`src/rtl/csvp_pkg.sv`:
```
// shared types, codes and constants of the csv record parser
// no dependencies; imported by every module of the block
package csvp_pkg;

  // queue depth between the front and the engine, and in front of the result ports
  localparam int unsigned Q_DEPTH = 2;
  localparam int unsigned Q_PTR_W = (Q_DEPTH > 1) ? $clog2(Q_DEPTH) : 1;
  localparam int unsigned Q_CNT_W = $clog2(Q_DEPTH + 1);

  localparam int unsigned FLD_W = 11;
  localparam int unsigned BCNT_W = 21;
  localparam int unsigned REC_W = 32;
  localparam int unsigned CFG_W = 21;
  localparam int unsigned CFG_IDX_W = 2;

  typedef logic [2:0] kind_t;
  typedef logic [2:0] err_t;

  localparam kind_t KIND_BYTE   = 3'd0;
  localparam kind_t KIND_FIELD  = 3'd1;
  localparam kind_t KIND_RECORD = 3'd2;
  localparam kind_t KIND_EMPTY  = 3'd3;
  localparam kind_t KIND_ERROR  = 3'd4;

  localparam err_t ERR_CONFIG   = 3'd0;
  localparam err_t ERR_UNCLOSED = 3'd1;
  localparam err_t ERR_STRAY    = 3'd2;
  localparam err_t ERR_AFTERQ   = 3'd3;
  localparam err_t ERR_BYTES    = 3'd4;
  localparam err_t ERR_FIELDS   = 3'd5;

  localparam logic [CFG_IDX_W-1:0] CFG_DELIM      = 2'd0;
  localparam logic [CFG_IDX_W-1:0] CFG_QUOTE      = 2'd1;
  localparam logic [CFG_IDX_W-1:0] CFG_FIELD_LIM  = 2'd2;
  localparam logic [CFG_IDX_W-1:0] CFG_BYTE_LIM   = 2'd3;

  localparam logic [7:0] CH_LF = 8'h0a;
  localparam logic [7:0] CH_CR = 8'h0d;

  localparam logic [7:0]        RST_DELIM     = 8'd44;
  localparam logic [7:0]        RST_QUOTE     = 8'd34;
  localparam logic [FLD_W-1:0]  RST_FIELD_LIM = 11'd1024;
  localparam logic [BCNT_W-1:0] RST_BYTE_LIM  = 21'd1048576;

  // one input byte after classification
  typedef struct packed {
    logic       eoi;
    logic [7:0] data;
    logic       is_delim;
    logic       is_quote;
    logic       is_eol;
    logic       is_cr;
    logic       is_lf;
    logic       cfg_bad;
  } item_t;

  // one result token
  typedef struct packed {
    kind_t            kind;
    logic [7:0]       data;
    err_t             err;
    logic [REC_W-1:0] rec;
    logic [FLD_W-1:0] fld;
  } result_t;

endpackage

```
`src/rtl/csvp_front.sv`:
```
// front of the csv record parser: accepts bytes, classifies them, queues them
// depends on csvp_pkg
module csvp_front (
  input  logic                       clk,
  input  logic                       rst,
  input  logic                       push,
  output logic                       full,
  input  logic [7:0]                 byte_in,
  input  logic                       end_of_input,
  input  logic [7:0]                 delimiter_char,
  input  logic [7:0]                 quote_char,
  input  logic [csvp_pkg::FLD_W-1:0] field_limit,
  input  logic                       item_pop,
  output logic                       item_empty,
  output csvp_pkg::item_t            item
);
  import csvp_pkg::*;

  item_t                q [Q_DEPTH];
  logic [Q_PTR_W-1:0]   wr_ptr;
  logic [Q_PTR_W-1:0]   rd_ptr;
  logic [Q_CNT_W-1:0]   count;
  logic [Q_CNT_W-1:0]   count_next;
  logic                 wr_en;
  logic                 rd_en;
  item_t                cls;

  // classification against the current configuration
  always_comb begin
    cls.eoi      = end_of_input;
    cls.data     = byte_in;
    cls.is_delim = (byte_in == delimiter_char);
    cls.is_quote = (byte_in == quote_char);
    cls.is_cr    = (byte_in == CH_CR);
    cls.is_lf    = (byte_in == CH_LF);
    cls.is_eol   = (byte_in == CH_CR) || (byte_in == CH_LF);
    cls.cfg_bad  = (delimiter_char == quote_char) ||
                   (delimiter_char == CH_CR) || (delimiter_char == CH_LF) ||
                   (quote_char == CH_CR) || (quote_char == CH_LF) ||
                   (field_limit == '0);
  end

  assign full       = (count == Q_CNT_W'(Q_DEPTH));
  assign item_empty = (count == '0);
  assign wr_en      = push && !full;
  assign rd_en      = item_pop && !item_empty;
  assign item       = q[rd_ptr];

  always_comb begin
    case ({wr_en, rd_en})
      2'b10:   count_next = count + 1'b1;
      2'b01:   count_next = count - 1'b1;
      default: count_next = count;
    endcase
  end

  always_ff @(posedge clk) begin
    if (rst) begin
      wr_ptr <= '0;
      rd_ptr <= '0;
      count  <= '0;
    end else begin
      count <= count_next;
      if (wr_en) begin
        wr_ptr <= (wr_ptr == Q_PTR_W'(Q_DEPTH - 1)) ? '0 : wr_ptr + 1'b1;
      end
      if (rd_en) begin
        rd_ptr <= (rd_ptr == Q_PTR_W'(Q_DEPTH - 1)) ? '0 : rd_ptr + 1'b1;
      end
    end
  end

  always_ff @(posedge clk) begin
    if (wr_en) begin
      q[wr_ptr] <= cls;
    end
  end

endmodule

```
`src/rtl/csvp_engine.sv`:
```
// parse engine of the csv record parser: record state machine and limit checks
// depends on csvp_pkg; fed by csvp_front, drains into csvp_result_queue
module csvp_engine (
  input  logic                        clk,
  input  logic                        rst,
  input  csvp_pkg::item_t             item,
  input  logic                        item_empty,
  output logic                        item_pop,
  input  logic [csvp_pkg::FLD_W-1:0]  field_limit,
  input  logic [csvp_pkg::BCNT_W-1:0] record_byte_limit,
  output logic                        res_push,
  output csvp_pkg::result_t           res,
  input  logic                        res_full
);
  import csvp_pkg::*;

  localparam logic [1:0] ST_START = 2'd0;
  localparam logic [1:0] ST_UNQ   = 2'd1;
  localparam logic [1:0] ST_QUO   = 2'd2;
  localparam logic [1:0] ST_AFTER = 2'd3;

  logic [1:0]        state;
  logic [1:0]        state_next;
  logic              skip_lf;
  logic              skip_lf_next;
  logic              has_input;
  logic              has_input_next;
  logic [BCNT_W-1:0] byte_count;
  logic [BCNT_W-1:0] byte_count_next;
  logic [FLD_W-1:0]  field_count;
  logic [FLD_W-1:0]  field_count_next;
  logic [REC_W-1:0]  records_done;
  logic [REC_W-1:0]  records_done_next;

  logic              go;
  logic              byte_ok;
  logic              field_ok;
  logic              restart;
  logic              emit;
  kind_t             emit_kind;
  err_t              emit_err;
  logic [7:0]        emit_data;

  assign go       = !item_empty && !res_full;
  assign item_pop = go;
  assign byte_ok  = (byte_count < record_byte_limit);
  assign field_ok = (field_count < field_limit);

  always_comb begin
    state_next        = state;
    skip_lf_next      = skip_lf;
    has_input_next    = has_input;
    byte_count_next   = byte_count;
    field_count_next  = field_count;
    records_done_next = records_done;
    restart           = 1'b0;
    emit              = 1'b0;
    emit_kind         = KIND_BYTE;
    emit_err          = ERR_CONFIG;
    emit_data         = '0;

    if (go) begin
      if (skip_lf) begin
        skip_lf_next = 1'b0;
      end
      if (skip_lf && !item.eoi && item.is_lf) begin
        // lf right after a cr line end is swallowed
      end else if (item.cfg_bad) begin
        emit = 1'b1; emit_kind = KIND_ERROR; emit_err = ERR_CONFIG; restart = 1'b1;
      end else if (item.eoi) begin
        if (state == ST_QUO) begin
          emit = 1'b1; emit_kind = KIND_ERROR; emit_err = ERR_UNCLOSED; restart = 1'b1;
        end else if (!has_input) begin
          emit = 1'b1; emit_kind = KIND_EMPTY; restart = 1'b1;
        end else if (!field_ok) begin
          emit = 1'b1; emit_kind = KIND_ERROR; emit_err = ERR_FIELDS; restart = 1'b1;
        end else begin
          emit = 1'b1; emit_kind = KIND_RECORD; restart = 1'b1;
          records_done_next = records_done + 1'b1;
        end
      end else begin
        has_input_next = 1'b1;
        if (state == ST_QUO) begin
          if (!byte_ok) begin
            emit = 1'b1; emit_kind = KIND_ERROR; emit_err = ERR_BYTES; restart = 1'b1;
          end else begin
            byte_count_next = byte_count + 1'b1;
            if (item.is_quote) begin
              state_next = ST_AFTER;
            end else begin
              emit = 1'b1; emit_kind = KIND_BYTE; emit_data = item.data;
            end
          end
        end else if (state == ST_AFTER && item.is_quote) begin
          // escaped quote
          if (!byte_ok) begin
            emit = 1'b1; emit_kind = KIND_ERROR; emit_err = ERR_BYTES; restart = 1'b1;
          end else begin
            byte_count_next = byte_count + 1'b1;
            state_next = ST_QUO;
            emit = 1'b1; emit_kind = KIND_BYTE; emit_data = item.data;
          end
        end else if (item.is_delim) begin
          if (!byte_ok) begin
            emit = 1'b1; emit_kind = KIND_ERROR; emit_err = ERR_BYTES; restart = 1'b1;
          end else if (!field_ok) begin
            emit = 1'b1; emit_kind = KIND_ERROR; emit_err = ERR_FIELDS; restart = 1'b1;
          end else begin
            byte_count_next  = byte_count + 1'b1;
            field_count_next = field_count + 1'b1;
            state_next = ST_START;
            emit = 1'b1; emit_kind = KIND_FIELD;
          end
        end else if (item.is_quote) begin
          // start or unquoted state here
          if (state == ST_UNQ) begin
            emit = 1'b1; emit_kind = KIND_ERROR; emit_err = ERR_STRAY; restart = 1'b1;
          end else if (!byte_ok) begin
            emit = 1'b1; emit_kind = KIND_ERROR; emit_err = ERR_BYTES; restart = 1'b1;
          end else begin
            byte_count_next = byte_count + 1'b1;
            state_next = ST_QUO;
          end
        end else if (item.is_eol) begin
          if (item.is_cr) begin
            skip_lf_next = 1'b1;
          end
          if (!field_ok) begin
            emit = 1'b1; emit_kind = KIND_ERROR; emit_err = ERR_FIELDS; restart = 1'b1;
          end else begin
            emit = 1'b1; emit_kind = KIND_RECORD; restart = 1'b1;
            records_done_next = records_done + 1'b1;
          end
        end else if (state == ST_AFTER) begin
          emit = 1'b1; emit_kind = KIND_ERROR; emit_err = ERR_AFTERQ; restart = 1'b1;
        end else if (!byte_ok) begin
          emit = 1'b1; emit_kind = KIND_ERROR; emit_err = ERR_BYTES; restart = 1'b1;
        end else begin
          byte_count_next = byte_count + 1'b1;
          state_next = ST_UNQ;
          emit = 1'b1; emit_kind = KIND_BYTE; emit_data = item.data;
        end
      end

      if (restart) begin
        state_next       = ST_START;
        has_input_next   = 1'b0;
        byte_count_next  = '0;
        field_count_next = '0;
      end
    end
  end

  always_comb begin
    res_push = emit;
    res.kind = emit_kind;
    res.data = emit_data;
    res.err  = (emit_kind == KIND_ERROR) ? emit_err : ERR_CONFIG;
    res.rec  = records_done + 1'b1;
    res.fld  = field_count + 1'b1;
  end

  always_ff @(posedge clk) begin
    if (rst) begin
      state        <= ST_START;
      skip_lf      <= 1'b0;
      has_input    <= 1'b0;
      byte_count   <= '0;
      field_count  <= '0;
      records_done <= '0;
    end else begin
      state        <= state_next;
      skip_lf      <= skip_lf_next;
      has_input    <= has_input_next;
      byte_count   <= byte_count_next;
      field_count  <= field_count_next;
      records_done <= records_done_next;
    end
  end

endmodule

```
`src/rtl/csvp_result_queue.sv`:
```
// result queue of the csv record parser: holds tokens until popped
// depends on csvp_pkg
module csvp_result_queue (
  input  logic              clk,
  input  logic              rst,
  input  logic              res_push,
  input  csvp_pkg::result_t res,
  output logic              res_full,
  input  logic              pop,
  output logic              empty,
  output csvp_pkg::result_t head
);
  import csvp_pkg::*;

  result_t            q [Q_DEPTH];
  logic [Q_PTR_W-1:0] wr_ptr;
  logic [Q_PTR_W-1:0] rd_ptr;
  logic [Q_CNT_W-1:0] count;
  logic [Q_CNT_W-1:0] count_next;
  logic               wr_en;
  logic               rd_en;

  assign res_full = (count == Q_CNT_W'(Q_DEPTH));
  assign empty    = (count == '0);
  assign wr_en    = res_push && !res_full;
  assign rd_en    = pop && !empty;
  assign head     = q[rd_ptr];

  always_comb begin
    case ({wr_en, rd_en})
      2'b10:   count_next = count + 1'b1;
      2'b01:   count_next = count - 1'b1;
      default: count_next = count;
    endcase
  end

  always_ff @(posedge clk) begin
    if (rst) begin
      wr_ptr <= '0;
      rd_ptr <= '0;
      count  <= '0;
    end else begin
      count <= count_next;
      if (wr_en) begin
        wr_ptr <= (wr_ptr == Q_PTR_W'(Q_DEPTH - 1)) ? '0 : wr_ptr + 1'b1;
      end
      if (rd_en) begin
        rd_ptr <= (rd_ptr == Q_PTR_W'(Q_DEPTH - 1)) ? '0 : rd_ptr + 1'b1;
      end
    end
  end

  always_ff @(posedge clk) begin
    if (wr_en) begin
      q[wr_ptr] <= res;
    end
  end

endmodule

```
`src/rtl/csv_record_parser_top.sv`:
```
// top level of the csv record parser: configuration registers and the three stages
// depends on csvp_pkg, csvp_front, csvp_engine, csvp_result_queue
//
// strict csv tokenizer taking one byte (or an end-of-stream mark) per push
// transaction and giving at most one token per byte on the pop side: a field
// byte, a field end, a record end, an empty stream end, or a numbered error.
// the block sustains one transaction per clock on both sides while pop keeps
// up; the limit is the parse engine, which updates the record state for one
// byte each cycle while the result queue has room. a pushed byte is classified
// and written into a two-entry input queue; the engine processes it from the
// queue head and its token is registered into the result queue, which drives
// the result ports. each side stalls on its own: full rises only when both
// queues back up behind a stalled pop. configuration is written through a
// plain write port and must only change while no transaction is in flight;
// there is no read-back and no startup sweep after reset
module csv_record_parser_top (
  input  logic                           clk,
  input  logic                           rst,
  // input side
  input  logic                           push,
  output logic                           full,
  input  logic [7:0]                     byte_in,
  input  logic                           end_of_input,
  // result side
  input  logic                           pop,
  output logic                           empty,
  output logic [2:0]                     kind,
  output logic [7:0]                     data_byte,
  output logic [2:0]                     error_code,
  output logic [31:0]                    record_number,
  output logic [10:0]                    field_number,
  // configuration
  input  logic                           cfg_write,
  input  logic [csvp_pkg::CFG_IDX_W-1:0] cfg_index,
  input  logic [csvp_pkg::CFG_W-1:0]     cfg_data
);
  import csvp_pkg::*;

  logic [7:0]        delimiter_char;
  logic [7:0]        quote_char;
  logic [FLD_W-1:0]  field_limit;
  logic [BCNT_W-1:0] record_byte_limit;

  item_t             item;
  logic              item_empty;
  logic              item_pop;
  result_t           res;
  logic              res_push;
  logic              res_full;
  result_t           head;

  // configuration registers; the user must write them only while idle, the block does not enforce it
  always_ff @(posedge clk) begin
    if (rst) begin
      delimiter_char    <= RST_DELIM;
      quote_char        <= RST_QUOTE;
      field_limit       <= RST_FIELD_LIM;
      record_byte_limit <= RST_BYTE_LIM;
    end else if (cfg_write) begin
      case (cfg_index)
        CFG_DELIM:     delimiter_char    <= cfg_data[7:0];
        CFG_QUOTE:     quote_char        <= cfg_data[7:0];
        CFG_FIELD_LIM: field_limit       <= cfg_data[FLD_W-1:0];
        CFG_BYTE_LIM:  record_byte_limit <= cfg_data[BCNT_W-1:0];
        default: begin
        end
      endcase
    end
  end

  // classify and queue incoming bytes
  csvp_front u_front (
    .clk            (clk),
    .rst            (rst),
    .push           (push),
    .full           (full),
    .byte_in        (byte_in),
    .end_of_input   (end_of_input),
    .delimiter_char (delimiter_char),
    .quote_char     (quote_char),
    .field_limit    (field_limit),
    .item_pop       (item_pop),
    .item_empty     (item_empty),
    .item           (item)
  );

  // record state machine, one byte per cycle when the result queue has room
  csvp_engine u_engine (
    .clk               (clk),
    .rst               (rst),
    .item              (item),
    .item_empty        (item_empty),
    .item_pop          (item_pop),
    .field_limit       (field_limit),
    .record_byte_limit (record_byte_limit),
    .res_push          (res_push),
    .res               (res),
    .res_full          (res_full)
  );

  // tokens wait here for the consumer
  csvp_result_queue u_result_queue (
    .clk      (clk),
    .rst      (rst),
    .res_push (res_push),
    .res      (res),
    .res_full (res_full),
    .pop      (pop),
    .empty    (empty),
    .head     (head)
  );

  assign kind          = head.kind;
  assign data_byte     = head.data;
  assign error_code    = head.err;
  assign record_number = head.rec;
  assign field_number  = head.fld;

endmodule
```
`config.mk`:
```
export PLATFORM = sky130hd
export DESIGN_NAME = csv_record_parser_top
export DESIGN_NICKNAME = d
export VERILOG_FILES = /design/src/rtl/csvp_pkg.sv /design/src/rtl/csvp_front.sv /design/src/rtl/csvp_engine.sv /design/src/rtl/csvp_result_queue.sv /design/src/rtl/csv_record_parser_top.sv
export SDC_FILE = /design/constraint.sdc
export NUM_CORES = 1
export LEC_CHECK = 0
export ABC_CLOCK_PERIOD_IN_PS = 9800
export BUFFER_PORTS_ARGS = -buffer_cell sky130_fd_sc_hd__buf_2
export CORE_ASPECT_RATIO = 0.75
export CORE_MARGIN = 1
export CORE_UTILIZATION = 55
export CTS_CLUSTER_SIZE = 20
export DETAILED_ROUTE_END_ITERATION = 8
export GPL_TIMING_DRIVEN = 1
export PLACE_DENSITY = 0.78
export RECOVER_POWER = 25
export SLEW_MARGIN = 10
export SYNTH_ARGS = -nofsm -noshare
export SYNTH_HDL_FRONTEND = slang
export SYNTH_SLANG_ARGS = --single-unit
```
`constraint.sdc`:
```
create_clock -name clk -period 9.8 [get_ports clk]
set_input_delay 0.98 -clock clk [delete_from_list [all_inputs] [get_ports clk]]
set_output_delay 0.98 -clock clk [all_outputs]
set_load 0.05 [all_outputs]
```
# Word-level counts from Yosys, hierarchy flattened
# Memory sizes are Yosys's and may differ from the RTL's. A register that Yosys moved wholly into a read port is not among the register bits.
# Index checks and enable logic that the tools add are counted.
word_totals:
  reg_bits: 124
  mem_bits_rw: 144
  in_bits: 37
  out_inout_bits: 59
  elab_cells: 260
  memories: 2
op_classes:
  n_addsub: 11
  magnitude_cmp: 2
  n_eq_ne: 41
  muxes: 146
  bitwise: 3
  reduce_logical: 39
memory_table:
  columns: ["memory", "depth", "word_bits", "read_ports", "rd_ports_with_merged_regs", "wr", "line_no", "source"]
  rows:
  - ["u_result_queue.q", 2, 57, 1, 1, 1, "csvp_result_queue.sv:15", "result_t q [Q_DEPTH];"]
  - ["u_front.q", 2, 15, 1, 1, 1, "csvp_front.sv:19", "item_t q [Q_DEPTH];"]
op_table:
  columns: ["op", "count"]
  rows:
  - ["two-way mux 21 bit", 14]
  - ["two-way mux 32 bit", 9]
  - ["two-way mux 8 bit", 13]
  - ["two-way mux 11 bit", 9]
  - ["two-way mux 3 bit", 33]
  - ["two-way mux 1 bit", 49]
  - ["equality test 8 x 4 -> 1 bit (second input constant)", 6]
  - ["two-way mux 2 bit", 17]
  - ["adder 32 x 1 -> 32 bit (second input constant)", 1]
  - ["AND reduction 9 bit", 3]
  - ["equality test 8 bit", 3]
  - ["adder 21 x 1 -> 21 bit (second input constant)", 1]
  - ["less-than comparator 21 bit", 1]
  - ["equality test 2 bit (second input constant)", 8]
  - ["inequality test 5 x 1 -> 1 bit (second input constant)", 3]
  - ["AND reduction 12 bit", 1]
  - ["nonzero test 2 bit", 6]
  - ["adder 11 x 1 -> 11 bit (second input constant)", 1]
  - ["zero test 11 bit", 1]
  - ["less-than comparator 11 bit", 1]
  - ["inequality test 2 bit (second input constant)", 5]
  - ["equality test 2 x 1 -> 1 bit (second input constant)", 4]
  - ["logical AND 1 bit", 8]
  - ["inequality test 2 x 1 -> 1 bit (second input constant)", 4]
  - ["other kinds (18)", 41]

# Logic depth before layout (Yosys ltp)
logic_depth:
  word_depth: 14
  depth_mapped: 12
  depth_no_buf: 11

# Hierarchy
# A second synthesis with hierarchy kept.
hier_totals:
  cells_unflattened: 1155
  hier_area_um2: 12995.0
modules_own_cells:
  columns: ["mod", "instances", "cells_each", "area_each_um2", "seq_area_each_um2"]
  rows:
  - ["csvp_engine", 1, 637, 5003.5, 1361.3]
  - ["csvp_result_queue", 1, 203, 4326.6, 3523.4]
  - ["csv_record_parser_top", 1, 190, 1985.7, 960.9]
  - ["csvp_front", 1, 125, 1679.1, 1001.0]

# Worst setup path after synthesis
# OpenSTA, ideal clock, no wires.
synth_path:
  kind: "register to register"
  from: "register record_byte_limit[16]"
  to: "memory u_result_queue.q[0][0] (netlist bit) (enable)"
  setup_time_ps: 472
  t_arrival_ps: 4275
  required_time_ps: 9328
  setup_slack_ps: 5053
  stages_incl_launch_ff: 10
  n_path_buf: 1
  synth_period_minus_slack_ps: 4747
  cell_sequence: "dfxtp_1 inv_1 ha_1 and4_1 nor4bb_1 nand2_1 o221ai_1 buf_2 o21ai_0 nor2_1"
synth_between:
  elab_chain_len: 14
  word_cells_on_any_way: 15
  classes_between: "1 x order compare; 13 x mux; 1 x reduce/logical"
synth_rtl:
  columns: ["element", "line_no", "source"]
  rows:
  - ["start, declared", "csv_record_parser_top.sv:42", "logic [BCNT_W-1:0] record_byte_limit;"]
  - ["start signal, assigned", "csv_record_parser_top.sv:64", "CFG_BYTE_LIM: record_byte_limit <= cfg_data[BCNT_W-1:0];"]
  - ["less-than comparator 21 bit (*)", "csvp_engine.sv:46", "assign byte_ok = (byte_count < record_byte_limit);"]
  - ["two-way mux 1 bit", "csvp_engine.sv:118", "end else if (!byte_ok) begin"]
  - ["two-way mux 1 bit", "csvp_engine.sv:116", "if (state == ST_UNQ) begin"]
  - ["two-way mux 1 bit", "csvp_engine.sv:114", "end else if (item.is_quote) begin"]
  - ["two-way mux 1 bit", "csvp_engine.sv:103", "end else if (item.is_delim) begin"]
  - ["two-way mux 1 bit", "csvp_engine.sv:94", "end else if (state == ST_AFTER && item.is_quote) begin"]
  - ["two-way mux 1 bit (*)", "csvp_engine.sv:83", "if (state == ST_QUO) begin"]
  - ["two-way mux 1 bit (*)", "csvp_engine.sv:70", "end else if (item.eoi) begin"]
  - ["two-way mux 1 bit (*)", "csvp_engine.sv:68", "end else if (item.cfg_bad) begin"]
  - ["two-way mux 1 bit (*)", "csvp_engine.sv:66", "if (skip_lf && !item.eoi && item.is_lf) begin"]
  - ["two-way mux 1 bit (*)", "csvp_engine.sv:62", "if (go) begin"]
  - ["logical AND 1 bit (*)", "csvp_result_queue.sv:25", "assign wr_en = res_push && !res_full;"]
  - ["two-way mux 1 bit (*)", "csvp_result_queue.sv:54", "if (wr_en) begin"]
  - ["two-way mux 1 bit (implied by the code) (*)", "csvp_result_queue.sv:55", "q[wr_ptr] <= res;"]
  - ["end, declared", "csvp_result_queue.sv:15", null]
# Every way passes the cells marked *; elsewhere a longest branch is shown, timed or not.

==> flow_summary.ini <==
[pwr]
p_leak_nw = 5.16
pwr_density_cell_mw_per_mm2 = 269
internal_power_mw = 2.34
total_switching_power_mw = 1.48
power_frac_comb_pct = 34.3
sequentialPowerShare_pct = 39.4
clkPwrFrac_pct = 26.2
swShare_pct = 38.7
vdd_drop_max_mv = 0.161

[placement]
portBuffers = 95
global_placement_routability_congestion = 0.891
detailed_placer_s_ending_hpwl_mm = 19.5
place_inst = 1528

[timing]
finalSetupTns_ns = 0
max_slew.worst_pin.slew_ns = 4.00
grt_setup_unrepaired = no
fmaxAchievable_mhz = 191
timing.final.hold_violations = 0
total_setup_violations_reported_at_the_end_of_the_flow = 0
fin_crit_sh_pct = 53.4
clock-skew-final_ns = 0.0112
slew_limit_headroom_pct = -167
timing.final.crit_period_ns = 5.23
finalMaxSlewViolations = 86

[final_layout]
most_frequent_standard_cell_in_the_layout_excluding_fill_and_tap_cells = edfxtp_1
final_net_count = 1335
top_library_cells_by_usage_in_the_layout_fill_and_taps_aside = edfxtp_1 (144), nand2_1 (140), dfxtp_1 (125), nor2_1 (110), buf_2 (84)
utilization_pct = 63.7
final_cells = 1577
layout-area-overhead-vs-synth_pct = 12.3
final_layout_size_suffix_gt1_share_pct = 17.4
filler_cell_count = 1812
n_antenna_cell = 0

[worst_setup_path]
timing.critical_path.from = rst
timing.critical_path.required_ns = 10.23
path_class = in2reg
setup.worst_path.end_class = flop
r2r_end = u_result_queue.q[0][12]
worst-r2r-setup-slack_ns = 5.90
worstPathArrival_ns = 5.66
reg2reg_depth = 10
crit_path_max_fanout = 85
worstSetupEndpoint = u_engine.field_count[2]
reg2reg_from = record_byte_limit[16]
worst_setup_path_start_kind = primary input

[floorplan]
floorplan.die.height_um = 133
initial_utilization_pct = 56.7
placement_rows = 47
design.core.area_mm2 = 0.0223
die_area_mm2 = 0.0237
io-pin-count = 96
floorplan.die.width_um = 177

[detailed_routing]
initialDrtViolationCount = 720
routed_vias = 9086
route.detailed.vias_per_inst = 5.76
detailedRoute.firstPassIterationCount = 7
wl_per_cell_um = 17.9
aggregate_routed_wire_length_mm = 28.2
route.detailed.drc = 0
detail-route-antenna-nets = 0

[min_path]
hold_path.class = reg2reg

[yosys]
syn_nets = 1251
postSynthAreaPerCell_um2 = 10.8
synth-async-reset-ratio_pct = 0
synth_enable_flop_cells = 144
synth_sequential_area_ratio_pct = 54.0
yosysWarnings = 0
synth_flop_cell = edfxtp_1
netlist-cell-type-count = 72
mappedNetlistArea_mm2 = 0.0127
ys_ff_latch = 270
syn-instance-count = 1179

[clocking]
cts-root-buf = clkbuf_16
cts_max_path_buffers = 3
hold_buffers = 0
reg_clk_slew_reported_paths_ns = 0.07
clock_latency_at_the_later_pin_of_the_worst_skew_pair_ns = 0.53
post_cts_buffers = 0
tritoncts_num_sinks = 270
cts_tree = done
cts_repair_resize_count = 0
tritoncts.num_buffers = 27
h-tree-depth = 1

[run]
max_cap_viol_count = 1

[grt]
grt_first_pass_wirelength_mm = 44.8
largest_net_degree_at_the_start_of_global_routing = 86
number_of_antenna_violations_at_the_first_check_in_global_routing = 0
grt.total_usage_pct = 23.8
grt_pass1_vias = 8686
grt_overflow = 0

[outcome]
violations = max-capacitance violations, max-slew violations
run_status = complete, but fails checks
layer usage:
| layer | up-vias | GRT usage (%) | wire length (um) |
|---|---|---|---|
| li1 | 4387 | - | - |
| met1 | 4393 | 34.9 | 13400 |
| met2 | 261 | 36.6 | 12600 |
| met3 | 45 | 3.68 | 1530 |
| met4 | 0 | 6.32 | 656 |
| met5 | - | 0 | 0 |
flip-flops by register name, summed over array words and instances (netlist names), named ones only:
signal / cells
field_limit: 11
u_result_queue.q: 114
u_engine.byte_count: 21
u_front.q: 30
u_engine.field_count: 11
u_engine.has_input: 1
u_front.wr_ptr: 1
u_result_queue.count: 2
record_byte_limit: 21
u_result_queue.rd_ptr: 1
delimiter_char: 8
u_front.rd_ptr: 1
quote_char: 8
u_engine.records_done: 32
u_result_queue.wr_ptr: 1
u_engine.state: 2
u_front.count: 2
u_engine.skip_lf: 1
synthesized netlist by cell type (3+ instances only):
| library cell | instances | area, um2 |
|---|---|---|
| a2111oi_0 | 4 | 35.0 |
| a211oi_1 | 12 | 90.1 |
| a21o_1 | 4 | 30.0 |
| a21oi_1 | 74 | 370 |
| a31o_2 | 5 | 43.8 |
| a31oi_1 | 6 | 37.5 |
| and2_1 | 5 | 31.3 |
| and3_1 | 10 | 62.6 |
| and4_1 | 5 | 43.8 |
| buf_1 | 6 | 22.5 |
| buf_2 | 7 | 35.0 |
| clkbuf_1 | 33 | 124 |
| dfxtp_1 | 126 | 2520 |
| edfxtp_1 | 144 | 4320 |
| ha_1 | 35 | 438 |
| inv_1 | 48 | 180 |
| mux2_2 | 65 | 732 |
| mux2i_1 | 29 | 290 |
| nand2_1 | 140 | 526 |
| nand2b_1 | 4 | 25.0 |
| nand3_1 | 27 | 135 |
| nand4_1 | 16 | 100 |
| nor2_1 | 112 | 420 |
| nor2b_1 | 5 | 31.3 |
| nor3_1 | 15 | 75.1 |
| nor3b_1 | 6 | 45.0 |
| nor4_1 | 9 | 56.3 |
| o2111ai_1 | 3 | 26.3 |
| o211ai_1 | 14 | 105 |
| o21ai_0 | 30 | 150 |
| o21ai_1 | 5 | 25.0 |
| or2_2 | 3 | 18.8 |
| or3_1 | 19 | 119 |
| xnor2_1 | 66 | 578 |
| xor2_1 | 41 | 359 |
power by group through the flow:
| stage | Sequential [mW] | Clock [mW] | Combinational [mW] |
|---|---|---|---|
| global route | 1.53 | 1.06 | 1.39 |
| global placement | 1.52 | 0 | 1.30 |
| finish | 1.51 | 1.00 | 1.31 |
| CTS | 1.51 | 1.02 | 1.32 |
| detailed placement | 1.53 | 0 | 1.31 |
| floorplan | 1.49 | 0 | 1.04 |
critical path, stage by stage:
cell	delay [ns]
clkbuf_1	0.40
clkbuf_1	2.85
nor2_1	0.25
nand2_1	0.25
o32a_1	0.51
o2bb2ai_1	0.14
a41o_1	0.23
area by class of cell:
cell class / count / area [um2] / area share [%]
timing repair buffer: 105 / 526 / 3.69
multi-input combinational: 810 / 5450 / 38.3
clock buffer: 34 / 754 / 5.30
inverter: 49 / 184 / 1.29
sequential: 270 / 6850 / 48.1
tap: 294 / 368 / 2.58
clock inverter: 15 / 106 / 0.747
cell families (layout without fill, tap and decap cells):
| kind of cell | after synthesis | count (layout) | synth area share [%] |
|---|---|---|---|
| fa+ha+maj | 35 | 35 | 3.45 |
| simple gates | 393 | 393 | 14.8 |
| compound gates | 180 | 180 | 8.97 |
| xor+xnor | 107 | 107 | 7.39 |
| buf+inv | 99 | 203 | 3.14 |
| flops | 270 | 270 | 54.0 |
| mux | 95 | 95 | 8.24 |
through the flow:
step | cell area [um2] | power (mW) | setup WS [ns] | hold WS [ns]
CTS | 14300 | 3.85 | 5.85 | 0.457
floorplan | 12700 | 2.53 | 5.05 | 0.436
detailed placement | 13400 | 2.84 | 5.88 | 0.448
finish | 14200 | 3.82 | 4.57 | 0.454
global placement | 13400 | 2.82 | 6.02 | 0.444
global route | 14200 | 3.97 | 4.18 | 0.477
how the worst min path moves through the flow:
stage | from | to | slack, ns | cells after the start
finish | record_byte_limit[18] | record_byte_limit[18] | 0.45 | 2
global route | record_byte_limit[11] | record_byte_limit[11] | 0.48 | 2
CTS | record_byte_limit[11] | record_byte_limit[11] | 0.46 | 2
detailed placement | record_byte_limit[4] | record_byte_limit[4] | 0.45 | 2
global placement | record_byte_limit[8] | record_byte_limit[8] | 0.44 | 2
floorplan | record_byte_limit[10] | record_byte_limit[10] | 0.44 | 2
Power figures use the tool's default switching activity.
